File: src/rtl/trst_pkg.sv
// Package for the triple ranked slot table: sizes, opcodes and shared types.
// No dependencies; imported by every module of the block.
package trst_pkg;
    localparam int SLOTS = 32;
    localparam int SW = $clog2(SLOTS);
    localparam int CW = $clog2(SLOTS + 1);

    localparam logic [1:0] OP_CLEAR  = 2'd0;
    localparam logic [1:0] OP_INSERT = 2'd1;
    localparam logic [1:0] OP_REMOVE = 2'd2;
    localparam logic [1:0] OP_READ   = 2'd3;

    typedef struct packed {
        logic [31:0] location;
        logic [7:0]  food;
        logic [7:0]  production;
        logic [7:0]  gold;
    } t_payload;

    typedef struct packed {
        logic       load;    // capture input word
        logic       exec;    // apply the operation
        logic       emit;    // register the result word
    } t_cmd;

    typedef struct packed {
        logic dummy_ok;
    } t_status;

    // 24-bit key for list k: leading value then two tie-breakers
    function automatic logic [23:0] rank_key(input logic [1:0] k, input t_payload p);
        logic [23:0] r;
        case (k)
            2'd0:    r = {p.food, p.production, p.gold};
            2'd1:    r = {p.production, p.food, p.gold};
            default: r = {p.gold, p.food, p.production};
        endcase
        return r;
    endfunction
endpackage

File: src/rtl/trst_ctrl.sv
// Controller of the triple ranked slot table: load, execute, emit sequence.
// Depends on trst_pkg.
module trst_ctrl (
    input  logic            i_clk,
    input  logic            i_rst_n,
    input  logic            i_valid,
    output logic            o_stall,
    output logic            o_valid,
    input  logic            i_stall,
    output trst_pkg::t_cmd  o_cmd
);
    import trst_pkg::*;

    localparam logic [1:0] S_IDLE = 2'd0;
    localparam logic [1:0] S_EXEC = 2'd1;
    localparam logic [1:0] S_OUT  = 2'd2;

    logic [1:0] r_state, n_state;
    logic       r_ovalid, n_ovalid;

    always_comb begin
        n_state  = r_state;
        n_ovalid = r_ovalid;
        o_cmd    = '0;
        if (r_ovalid && !i_stall) begin
            n_ovalid = 1'b0;
        end
        unique case (r_state)
            S_IDLE: begin
                if (i_valid) begin
                    o_cmd.load = 1'b1;
                    n_state    = S_EXEC;
                end
            end
            S_EXEC: begin
                o_cmd.exec = 1'b1;
                n_state    = S_OUT;
            end
            S_OUT: begin
                // hold until the output register is free
                if (!r_ovalid || !i_stall) begin
                    o_cmd.emit = 1'b1;
                    n_ovalid   = 1'b1;
                    n_state    = S_IDLE;
                end
            end
            default: n_state = S_IDLE;
        endcase
    end

    assign o_stall = (r_state != S_IDLE);
    assign o_valid = r_ovalid;

    always_ff @(posedge i_clk) begin
        if (!i_rst_n) begin
            r_state  <= S_IDLE;
            r_ovalid <= 1'b0;
        end else begin
            r_state  <= n_state;
            r_ovalid <= n_ovalid;
        end
    end

    a_emit_needs_out: assert property (@(posedge i_clk) disable iff (!i_rst_n)
        o_cmd.emit |-> r_state == S_OUT) else $error("emit outside output state");
    a_exec_after_load: assert property (@(posedge i_clk) disable iff (!i_rst_n)
        o_cmd.load |=> o_cmd.exec) else $error("exec did not follow load");
    a_emit_sets_valid: assert property (@(posedge i_clk) disable iff (!i_rst_n)
        o_cmd.emit |=> o_valid) else $error("result not presented");
endmodule

File: config.mk
export PLATFORM = sky130hd
export DESIGN_NAME = trst_ctrl
export DESIGN_NICKNAME = d
export VERILOG_FILES = /design/src/rtl/trst_pkg.sv /design/src/rtl/trst_ctrl.sv
export SDC_FILE = /design/constraint.sdc
export NUM_CORES = 1
export LEC_CHECK = 0
export BUFFER_PORTS_ARGS = -buffer_cell sky130_fd_sc_hd__buf_2
export CORE_AREA = 3 3 40 42
export CTS_CLUSTER_DIAMETER = 40
export CTS_CLUSTER_SIZE = 30
export DETAILED_ROUTE_END_ITERATION = 6
export DIE_AREA = 0 0 43 45
export GPL_TIMING_DRIVEN = 0
export HOLD_SLACK_MARGIN = 0.03
export SLEW_MARGIN = 15
export SYNTH_ARGS = -nofsm -noshare
export SYNTH_HDL_FRONTEND = slang
export SYNTH_SLANG_ARGS = --single-unit
File: constraint.sdc
create_clock -name i_clk -period 2.15 [get_ports i_clk]
set_input_delay 0.215 -clock i_clk [delete_from_list [all_inputs] [get_ports i_clk]]
set_output_delay 0.215 -clock i_clk [all_outputs]
set_load 0.02 [all_outputs]
==> results.py <==
metrics = {
    "run_status": {
        "status": "complete, no violations",
    },
    "clock_tree": {
        "htree_levels": 1,
        "cts_resized": 0,
        "numCtsBuffers": 3,
        "path_clk_slew_ps": 30,
        "clockBufferDepth": 2,
        "clockRootBuffer": "clkbuf_4",
        "postCtsSetupBuffers": 0,
        "cts_tree": "done",
        "hold_buffers": 0,
        "clock_latency_ps": 230,
        "clock-sinks": 3,
    },
    "floorplanning": {
        "die_w_um": 43,
        "rows": 13,
        "die_area_um2": 1935,
        "start_util": 0.1110,
        "io-pin-count": 9,
        "core_um2": 1285,
        "fp.dieH_um": 45,
    },
    "power_and_ir_drop": {
        "clkPwrFrac": 0.523,
        "p_leak_nw": 0.1132,
        "combPwrFrac": 0.144,
        "p_int_mw": 0.1411,
        "powerDensity_nw_per_um2": 809.3,
        "p_sw_mw": 0.04316,
        "p_seq_frac": 0.333,
        "swShare": 0.2342,
        "ir_drop_mv": 0.1174,
    },
    "worst_setup_path": {
        "endpoint_kind": "primary output",
        "crit_type": "flip-flop to primary output",
        "worstPathCellList": "and2b_4, buf_4, buf_2",
        "critPathTopFamily": "flip-flops",
        "rrSetupSlack_ps": 1280,
        "critPathLaunchType": "flip-flop",
        "cp.required_ps": 1930,
        "cp.arrival_ps": 1080,
        "worstPathMaxFanout": 5,
        "worst_path_largest_cell_delay_ps": 370,
        "path_buf_inv": 2,
        "critPathSlowestCell": "dfxtp_1",
    },
    "placement": {
        "port_buffers": 8,
        "dp_slack_ps": 1097,
        "globalplace.congestion": 0.6394,
    },
    "sta": {
        "skew_ps": 0.8595,
        "slew_headroom": 0.9003,
        "fin_crit_sh": 0.6001,
        "hold_viol_final": 0,
        "rsz0062_at_grt": "no",
        "finalSetupTns_ps": 0,
        "setup_violations": 0,
        "fin_crit_ps": 1290,
        "tightest_slew_ps": 148.9,
        "whs_ps": 224.9,
        "slew_violations": 0,
        "max_freq_mhz": 775.1,
        "worst_slack_ps": 859.8,
    },
    "final_layout": {
        "fillers": 154,
        "area_growth_pct": 59.65,
        "drive_above_1_share": 0.5385,
        "diodes": 0,
        "fin_nets": 31,
        "final_util": 0.1772,
    },
    "synth": {
        "yosysWarnings": 0,
        "avgSynthCellArea_um2": 10.19,
        "synth_cell_types": 12,
        "netlist_instances": 14,
        "syn-num-nets": 18,
        "seq_area_frac_synth": 0.4211,
        "netlist_area_um2": 142.6,
        "ys_seq_elements": 3,
    },
    "grt": {
        "grt_pass1_wl_um": 448,
        "grt.total_usage": 0.03993,
        "grt_pass1_vias": 127,
        "grt-ovfl-total": 0,
        "antenna_found_initial": 0,
        "grt_max_degree": 6,
    },
    "routing": {
        "viasPerCell": 3.293,
        "postRouteAntennaNets": 0,
        "dr_total_vias": 135,
        "wl_um": 296,
        "firstDrtPassIters": 1,
        "drc": 0,
        "wire_per_inst_um": 7.220,
        "drt_iter0_drc": 0,
    },
    "run": {
        "drv_cap": 0,
    },
    "worst_hold_path": {
        "worstHoldPathType": "primary input to flip-flop",
    },
}
-- area by class of cell --
cell class / count / area, um2 / area share
sequential: 3 / 60.06 / 0.2637
multi-input combinational: 10 / 75.07 / 0.3297
timing repair buffer: 8 / 40.04 / 0.1758
clock buffer: 4 / 26.28 / 0.1154
buffer: 1 / 7.507 / 0.03297
tap: 15 / 18.77 / 0.08242
-- metrics by stage --
| stage | cells | total power, mW | instance area, um2 |
|---|---|---|---|
| after floorplan | 14 | 0.07931 | 142.6 |
| after global placement | 37 | 0.08909 | 201.4 |
| after detailed placement | 37 | 0.08912 | 201.4 |
| after CTS | 41 | 0.1901 | 227.7 |
| after global routing | 41 | 0.1969 | 227.7 |
| final | 41 | 0.1843 | 227.7 |
-- sequential cells by signal, summed over array words and instances, names as in the netlist --
register,count
r_state,2
o_valid,1
-- path summary, 6_finish.rpt --
kind                                               from                 endpoint  cells past startpoint
worst max-delay path            r_state[1]$_SDFFE_PN0P_                 o_cmd[1]                      3
worst min-delay path                            i_rst_n  r_state[0]$_SDFFE_PN0P_                      2
worst max register to register  r_state[1]$_SDFFE_PN0P_  r_state[1]$_SDFFE_PN0P_                      2
worst min register to register       o_valid$_SDFF_PN0_       o_valid$_SDFF_PN0_                      2
-- layout by cell type, fill, tap and decap left out, drive strengths merged --
cell    synthesis  routed
buf             1       9
clkbuf          0       4
dfxtp           3       3
and2b           1       1
or2             1       1
nand2b          1       1
a21oi           1       1
nor3b           1       1
nand2           1       1
a21boi          1       1
and2            1       1
and4b           1       1
o21a            1       1
-- routing by layer --
metal / track usage / vias to the layer above / share of wire
li1: - / 70 / -
met1: 0.02404 / 59 / 0.38
met2: 0.04790 / 6 / 0.48
met3: 0.05179 / 0 / 0.14
met4: 0.05422 / 0 / 0
met5: 0 / - / 0
-- cells by family (layout without fill, tap and decap cells) --
logic type | Yosys count | count (layout) | share of synthesized area
flip-flops | 3 | 3 | 0.4211
AND/OR/NAND/NOR | 7 | 7 | 0.3860
buffers and inverters | 1 | 13 | 0.05265
AO/OA/AOI/OAI | 3 | 3 | 0.1404
-- power by group through the flow --
stage / Clock, mW / Sequential [mW] / Combinational, mW
6_report: 0.0965 / 0.0613 / 0.0265
5_1_grt: 0.106 / 0.0619 / 0.0286
4_1_cts: 0.102 / 0.0614 / 0.0270
3_5_place_dp: 0 / 0.0622 / 0.0269
3_3_place_gp: 0 / 0.0622 / 0.0269
2_1_floorplan: 0 / 0.0625 / 0.0169
-- synth_stat cells (all sizes together) --
library cell / n / area, um2
nand2: 1 / 3.750
nand2b: 1 / 6.260
a21oi: 1 / 5.000
o21a: 1 / 7.510
and2b: 1 / 10.01
and4b: 1 / 10.01
and2: 1 / 6.260
dfxtp: 3 / 60.06
nor3b: 1 / 12.51
buf: 1 / 7.510
a21boi: 1 / 7.510
or2: 1 / 6.260
Power figures use the tool's default switching activity.
